<file path="src/hdl/caq_pkg.sv">
// Package: shared constants, transaction types and controller commands for the circular queue.
`default_nettype none
package caq_pkg;

  localparam int DEPTH_DEFAULT = 16;
  localparam int MIN_CAPACITY  = 5;
  localparam int CAP_W         = 5;
  localparam int WORD_W        = 32;

  localparam logic [CAP_W-1:0] CAPACITY_RESET = CAP_W'(16);

  localparam logic [2:0] FUNC_ENQ   = 3'd0;
  localparam logic [2:0] FUNC_DEQ   = 3'd1;
  localparam logic [2:0] FUNC_PEEK  = 3'd2;
  localparam logic [2:0] FUNC_RDDEQ = 3'd3;
  localparam logic [2:0] FUNC_CLEAR = 3'd4;

  localparam logic [1:0] STATUS_OK    = 2'd0;
  localparam logic [1:0] STATUS_FULL  = 2'd1;
  localparam logic [1:0] STATUS_EMPTY = 2'd2;

  typedef struct packed {
    logic [2:0]               func;
    logic signed [WORD_W-1:0] data_in;
  } in_item_t;

  typedef struct packed {
    logic signed [WORD_W-1:0] data_out;
    logic [1:0]               status;
    logic                     is_empty;
    logic                     is_full;
  } out_item_t;

  typedef struct packed {
    logic load;
    logic exec;
  } caq_cmd_t;

endpackage
`default_nettype wire

</file>
<file path="src/hdl/circular_array_queue.sv">
// Top level: ring-buffer queue of signed words with configurable wrap capacity.
//
//   channel | direction | handshake           | payload
//   in      | input     | in_valid / in_stall | in_data  (func, data_in)
//   out     | output    | out_valid/out_stall | out_data (data_out, status, is_empty, is_full)
//   cfg     | input     | cfg_write           | cfg_data (capacity)
//
// A transaction is handled in order: accept (slot read issued at the head index),
// execute (pointer update and slot write), then the result is shown until taken.
// The slot RAM has one write port and one read port, and its read data is registered.
// Reset (rst, synchronous) empties the queue and sets capacity to 16; slots keep no reset.
// While a result is stalled no new transaction is accepted.
`default_nettype none
module circular_array_queue
  import caq_pkg::*;
#(
  parameter int DEPTH = DEPTH_DEFAULT
) (
  input  wire logic             clk,
  input  wire logic             rst,
  input  wire logic             in_valid,
  output logic                  in_stall,
  input  wire in_item_t         in_data,
  output logic                  out_valid,
  input  wire logic             out_stall,
  output out_item_t             out_data,
  input  wire logic             cfg_write,
  input  wire logic [CAP_W-1:0] cfg_data
);

  caq_cmd_t cmd;

  caq_ctrl u_ctrl (
    .clk       (clk),
    .rst       (rst),
    .in_valid  (in_valid),
    .in_stall  (in_stall),
    .out_valid (out_valid),
    .out_stall (out_stall),
    .cmd       (cmd)
  );

  caq_dp #(.DEPTH(DEPTH)) u_dp (
    .clk       (clk),
    .rst       (rst),
    .cmd       (cmd),
    .in_data   (in_data),
    .cfg_write (cfg_write),
    .cfg_data  (cfg_data),
    .out_data  (out_data)
  );

endmodule
`default_nettype wire

</file>
<file path="src/hdl/caq_ram.sv">
// Generic single-write, single-read RAM with registered read data.
`default_nettype none
module caq_ram #(
  parameter int WIDTH = 32,
  parameter int DEPTH = 16
) (
  input  wire logic                     clk,
  input  wire logic                     we,
  input  wire logic [$clog2(DEPTH)-1:0] waddr,
  input  wire logic [WIDTH-1:0]         wdata,
  input  wire logic                     re,
  input  wire logic [$clog2(DEPTH)-1:0] raddr,
  output logic      [WIDTH-1:0]         rdata
);

  logic [WIDTH-1:0] mem [DEPTH];

  always_ff @(posedge clk) begin
    if (we) begin
      mem[waddr] <= wdata;
    end
    if (re) begin
      rdata <= mem[raddr];
    end
  end

endmodule
`default_nettype wire

</file>
<file path="src/hdl/caq_ctrl.sv">
// Controller: sequences accept, execute and result delivery for one transaction at a time.
`default_nettype none
module caq_ctrl
  import caq_pkg::*;
(
  input  wire logic clk,
  input  wire logic rst,
  input  wire logic in_valid,
  output logic      in_stall,
  output logic      out_valid,
  input  wire logic out_stall,
  output caq_cmd_t  cmd
);

  typedef enum logic [2:0] {
    S_IDLE = 3'b001,
    S_EXEC = 3'b010,
    S_DONE = 3'b100
  } state_t;

  state_t state, state_next;

  always_comb begin
    state_next = state;
    case (state)
      S_IDLE: begin
        if (in_valid) state_next = S_EXEC;
      end
      S_EXEC: state_next = S_DONE;
      S_DONE: begin
        if (!out_stall) state_next = S_IDLE;
      end
      default: state_next = S_IDLE;
    endcase
  end

  always_ff @(posedge clk) begin
    if (rst) begin
      state <= S_IDLE;
    end else begin
      state <= state_next;
    end
  end

  assign in_stall  = (state != S_IDLE);
  assign out_valid = (state == S_DONE);
  assign cmd.load  = (state == S_IDLE) && in_valid;
  assign cmd.exec  = (state == S_EXEC);

endmodule
`default_nettype wire

</file>
<file path="src/hdl/caq_dp.sv">
// Datapath: capacity register, ring pointers, occupancy, slot RAM and result register.
`default_nettype none
module caq_dp
  import caq_pkg::*;
#(
  parameter int DEPTH = DEPTH_DEFAULT
) (
  input  wire logic             clk,
  input  wire logic             rst,
  input  wire caq_cmd_t         cmd,
  input  wire in_item_t         in_data,
  input  wire logic             cfg_write,
  input  wire logic [CAP_W-1:0] cfg_data,
  output out_item_t             out_data
);

  localparam int IW = $clog2(DEPTH);
  localparam int CW = $clog2(DEPTH + 1);
  localparam int WW = (CAP_W > IW + 1) ? CAP_W : IW + 1;

  logic [CAP_W-1:0] capacity;
  logic [IW-1:0]    head_index, head_index_next;
  logic [IW-1:0]    tail_index, tail_index_next;
  logic [CW-1:0]    occupancy, occupancy_next;
  logic [2:0]       func;
  logic [WORD_W-1:0] data_in;
  out_item_t        result_next;

  logic [WW-1:0]     cap_raw, eff_cap, occ_w, occ_next_w, head_inc, tail_inc;
  logic [IW-1:0]     head_adv, tail_adv;
  logic              full, empty, ram_we;
  logic [WORD_W-1:0] rdata;

  caq_ram #(.WIDTH(WORD_W), .DEPTH(DEPTH)) u_ram (
    .clk   (clk),
    .we    (ram_we),
    .waddr (tail_adv),
    .wdata (data_in),
    .re    (cmd.load),
    .raddr (head_index),
    .rdata (rdata)
  );

  // Clamp the configured capacity to MIN_CAPACITY .. DEPTH.
  always_comb begin
    cap_raw = WW'(capacity);
    if (cap_raw < WW'(MIN_CAPACITY)) begin
      eff_cap = WW'(MIN_CAPACITY);
    end else if (cap_raw > WW'(DEPTH)) begin
      eff_cap = WW'(DEPTH);
    end else begin
      eff_cap = cap_raw;
    end
  end

  // Wrap indices at the effective capacity.
  always_comb begin
    head_inc = WW'(head_index) + WW'(1);
    tail_inc = WW'(tail_index) + WW'(1);
    head_adv = (head_inc >= eff_cap) ? '0 : head_inc[IW-1:0];
    tail_adv = (tail_inc >= eff_cap) ? '0 : tail_inc[IW-1:0];
  end

  assign occ_w = WW'(occupancy);
  assign full  = (occ_w >= eff_cap);
  assign empty = (occupancy == '0);

  always_comb begin
    head_index_next      = head_index;
    tail_index_next      = tail_index;
    occupancy_next       = occupancy;
    ram_we               = 1'b0;
    result_next.data_out = '0;
    result_next.status   = STATUS_OK;
    case (func)
      FUNC_ENQ: begin
        if (full) begin
          result_next.status = STATUS_FULL;
        end else begin
          occupancy_next  = occupancy + CW'(1);
          tail_index_next = tail_adv;
          ram_we          = cmd.exec;
        end
      end
      FUNC_DEQ, FUNC_PEEK, FUNC_RDDEQ: begin
        if (empty) begin
          result_next.status = STATUS_EMPTY;
        end else begin
          if (func != FUNC_DEQ) result_next.data_out = rdata;
          if (func != FUNC_PEEK) begin
            occupancy_next  = occupancy - CW'(1);
            head_index_next = head_adv;
          end
        end
      end
      FUNC_CLEAR: begin
        occupancy_next  = '0;
        head_index_next = IW'(1);
        tail_index_next = '0;
      end
      default: ;
    endcase
    occ_next_w           = WW'(occupancy_next);
    result_next.is_empty = (occupancy_next == '0);
    result_next.is_full  = (occ_next_w >= eff_cap);
  end

  always_ff @(posedge clk) begin
    if (rst) begin
      capacity   <= CAPACITY_RESET;
      head_index <= IW'(1);
      tail_index <= '0;
      occupancy  <= '0;
    end else begin
      if (cfg_write) capacity <= cfg_data;
      if (cmd.exec) begin
        head_index <= head_index_next;
        tail_index <= tail_index_next;
        occupancy  <= occupancy_next;
      end
    end
  end

  // Hold the transaction and its result.
  always_ff @(posedge clk) begin
    if (cmd.load) begin
      func    <= in_data.func;
      data_in <= in_data.data_in;
    end
    if (cmd.exec) begin
      out_data <= result_next;
    end
  end

endmodule
`default_nettype wire
</file>
<file path="config.mk">
export PLATFORM = sky130hd
export DESIGN_NAME = circular_array_queue
export DESIGN_NICKNAME = d
export VERILOG_FILES = /design/src/hdl/caq_pkg.sv /design/src/hdl/circular_array_queue.sv /design/src/hdl/caq_ram.sv /design/src/hdl/caq_ctrl.sv /design/src/hdl/caq_dp.sv
export SDC_FILE = /design/constraint.sdc
export NUM_CORES = 1
export LEC_CHECK = 0
export BUFFER_PORTS_ARGS = -buffer_cell sky130_fd_sc_hd__buf_2
export CAP_MARGIN = 20
export CORE_UTILIZATION = 29
export DETAILED_ROUTE_END_ITERATION = 8
export GPL_TIMING_DRIVEN = 0
export SYNTH_ARGS = -nofsm -noshare
export SYNTH_HDL_FRONTEND = slang
export SYNTH_SLANG_ARGS = --single-unit
</file>
<file path="constraint.sdc">
create_clock -name clk -period 7.4 [get_ports clk]
set_input_delay 0.74 -clock clk [delete_from_list [all_inputs] [get_ports clk]]
set_output_delay 0.74 -clock clk [all_outputs]
set_load 0.005 [all_outputs]
</file>
==> flow_summary_export.csv <==
group,metric,value,unit
worst_setup_path,crit_path_max_fanout,9,
cells_and_area,layout.nets,1367,
global_routing,antenna_found_initial,0,
floorplan,core_area,0.0825,mm2
cells_and_area,final_common_cell,"edfxtp_1",
min_path,min_from,"in_data[16]",
clock_tree,numCtsBuffers,60,
placed_design,place_area,0.0268,mm2
cells_and_area,antennaDiodeCount,0,
power_and_ir_drop,ir_drop,166,uV
synthesis,avgSynthCellArea,22.2,um2
global_routing,grt_pass1_vias,11900,
power_and_ir_drop,cellLeakagePower,9.24,nW
min_path,hold_class,"input pin to register",
drt,vias,11400,
floorplan,die_height,292,um
sta,clock.fmax,0.216,GHz
synthesis,ys_types,53,
drt,first_pass_iters,4,
clock_tree,clock-sinks,636,
sta,slew_headroom,0.277,
clock_tree,clock-root-buffer,"clkbuf_16",
synthesis,yosysSeqAreaShare,0.777,
drt,routed_wl,54500,um
worst_setup_path,ff2ff_path_depth,13,
worst_setup_path,rr_endpoint,"u_dp.u_ram.mem[10][19]",
synthesis,netlist_instances,1093,
floorplan,die_area,0.0850,mm2
worst_setup_path,r2r_slack,2.77,ns
clock_tree,holdBufCountCts,0,
worst_setup_path,crit_path_start_kind,"register",
drt,antenna_left,0,
synthesis,yosys_most_used_dff,"edfxtp_1",
sta,fin_skew,0.0159,ns
sta,hold_violations,0,
sta,setup_viol,0,
clock_tree,clk_pin_slew_worst_paths,0.06,ns
clock_tree,cts_tree,"yes",
floorplan,io_pins,83,
synthesis,yosysWarnings,0,
synthesis,ys_ff_latch,636,
floorplan,fp-row-count,105,
drt,drcViolationCount,0,
cells_and_area,drive_above_1_share,0.329,
drt,drt_iter0_markers,836,
global_routing,grt_use_total,0.128,
synthesis,async_reset_ff_frac,0,
cells_and_area,final_area,0.0288,mm2
sta,worst_slew_pin_slew,1.08,ns
run_status,outcome,"complete, no violations",
global_routing,grt_start_max_net_pins,46,
worst_setup_path,r2r_start,"u_dp.tail_index[0]",
floorplan,die_width,292,um
placed_design,place.gp.congestion,0.776,
drt,routedWlPerCell,22.5,um
min_path,min_to,"u_dp.data_in[16]",
sta,maxSlewViolCount,0,
cells_and_area,area_growth,18.4,%
global_routing,grt_overflow,0,
worst_setup_path,worstPathArrival,4.94,ns
clock_tree,clockBufferDepth,3,
sta,period_needed,4.63,ns
cells_and_area,layout_common_cells,"edfxtp_1, mux4_2, buf_2",
sta,rsz0062_at_grt,"false",
power_and_ir_drop,power_per_cell_area,251,mW/mm2
worst_setup_path,worstSetupPathType,"register to register",
clock_tree,clock_latency,0.61,ns
placed_design,port_buffers,80,
synthesis,synthesis.area,0.0243,mm2
floorplan,start_util,0.295,
sta,fin_crit_sh,0.625,
worst_setup_path,end_kind,"register",
synthesis,synth-edff-count,615,
flow_run,drv_cap,0,
clock_tree,h-tree-depth,2,
min_path,worstHoldPathCells,1,
worst_setup_path,cp.required,7.71,ns
placed_design,place_hpwl,36100,um
clock_tree,cts.repair.resized,0,
drt,via_per_inst,4.71,
synthesis,synth_nets,1161,
clock_tree,cts_setup_buffers,0,
global_routing,grt_pass1_wl,79600,um
sta,tns,0,ns
==> routing by layer <==
| metal | vias to the layer above | global-route usage | part of all wire |
|---|---|---|---|
| met5 | - | 0 | 0 |
| met4 | 0 | 0.0302 | 0.016 |
| met3 | 59 | 0.0210 | 0.052 |
| met2 | 336 | 0.214 | 0.50 |
| met1 | 6033 | 0.175 | 0.44 |
| li1 | 4971 | - | - |
==> state kept, by name, indices dropped and copies added (netlist names) <==
signal            flops
u_dp.occ_w            5
u_dp.data_in         32
u_dp.tail_index       4
u_dp.head_index       4
u_dp.func             3
u_dp.out_data        36
u_ctrl.state          3
u_dp.u_ram.mem      512
u_dp.cap_raw          5
u_dp.u_ram.rdata     32
==> synth_stat cells, drive strengths merged, types with 2 or more instances <==
master,number,area [um2]
mux4,160,3600
xnor2,3,26.3
and3,2,12.5
nor3b,4,30.0
a21o,7,52.6
nor4,8,50.1
dfxtp,21,420
clkbuf,27,101
a31oi,3,18.8
o21ai,16,80.1
or2,3,18.8
edfxtp,615,18500
nand2b,8,57.6
inv,12,45.0
nor2,31,116
mux2i,5,50.1
or3b,2,17.5
o21a,3,22.5
a22oi,3,22.5
and3b,2,18.8
nand3,5,25.0
and2,35,219
or3,5,31.3
nand4,2,12.5
nand2,22,85.1
a211oi,2,15.0
buf,25,130
nor3,8,40.0
o211ai,4,30.0
a21oi,15,78.8
ha,23,288
==> worst max-delay path: stages, from the launching register on <==
cell and delay, ns:
dfxtp_1 0.38, ha_1 0.27, xnor2_1 0.56, inv_1 0.27, ha_1 0.36, a21oi_1 0.12
o21a_1 0.33, nand4_1 0.22, or2_1 0.25, buf_2 0.21, nor3_2 0.75, buf_6 0.25
buf_8 0.16, buf_8 0.16
==> metrics by stage <==
| stage | util | hold slack [ns] | instances | total power [mW] | setup slack (ns) |
|---|---|---|---|---|---|
| 3_3_place_gp | 0.316 | 0.470 | 2243 | 4.22 | -3.43 |
| 2_1_floorplan | - | 0.450 | 1093 | 4.16 | 1.35 |
| 4_1_cts | 0.349 | 0.256 | 2418 | 7.31 | 2.68 |
| 6_report | 0.349 | 0.302 | 2418 | 7.24 | 2.77 |
| 3_5_place_dp | 0.325 | 0.504 | 2307 | 4.23 | 2.75 |
| 5_1_grt | 0.349 | 0.275 | 2418 | 7.45 | 2.48 |
==> worst max path at each step <==
| stage | from | slack, ns | to | cells past startpoint |
|---|---|---|---|---|
| 2_1_floorplan | u_dp.tail_index[0] | 1.35 | u_dp.u_ram.mem[15][0] | 10 |
| 3_3_place_gp | u_dp.cap_raw[3] | -3.43 | u_dp.u_ram.mem[15][11] | 11 |
| 3_5_place_dp | u_dp.tail_index[0] | 2.75 | u_dp.u_ram.mem[10][14] | 13 |
| 4_1_cts | u_dp.tail_index[0] | 2.68 | u_dp.u_ram.mem[10][19] | 13 |
| 5_1_grt | u_dp.tail_index[0] | 2.48 | u_dp.u_ram.mem[10][19] | 13 |
| 6_report | u_dp.tail_index[0] | 2.77 | u_dp.u_ram.mem[10][19] | 13 |
==> logic make-up (layout without fill, tap and decap cells) <==
kind of cell	count (synthesis)	count (layout)	share of synthesized area
fa+ha+maj	24	24	0.0123
xor+xnor	4	4	0.00144
flops	636	636	0.777
mux	165	165	0.150
simple gates	142	142	0.0321
buf+inv	64	319	0.0114
compound gates	58	58	0.0157
==> report_power, final <==
part           switching, mW  internal, mW  total (mW)
clock network           1.32          1.76        3.09
registers             0.0537          3.99        4.04
logic                 0.0651        0.0405       0.106
==> cell type report <==
cell class / instances / area [um2]
well taps: 1070 / 1340
fillers: 7677 / 53700
inverters: 12 / 45.0
plain buffers: 52 / 231
clock inverters: 46 / 448
repair buffers: 144 / 1050
multi-input cells: 393 / 5270
clock buffers: 65 / 1520
flip-flops and latches: 636 / 18900
No activity file was read; power rests on OpenSTA's default activity.
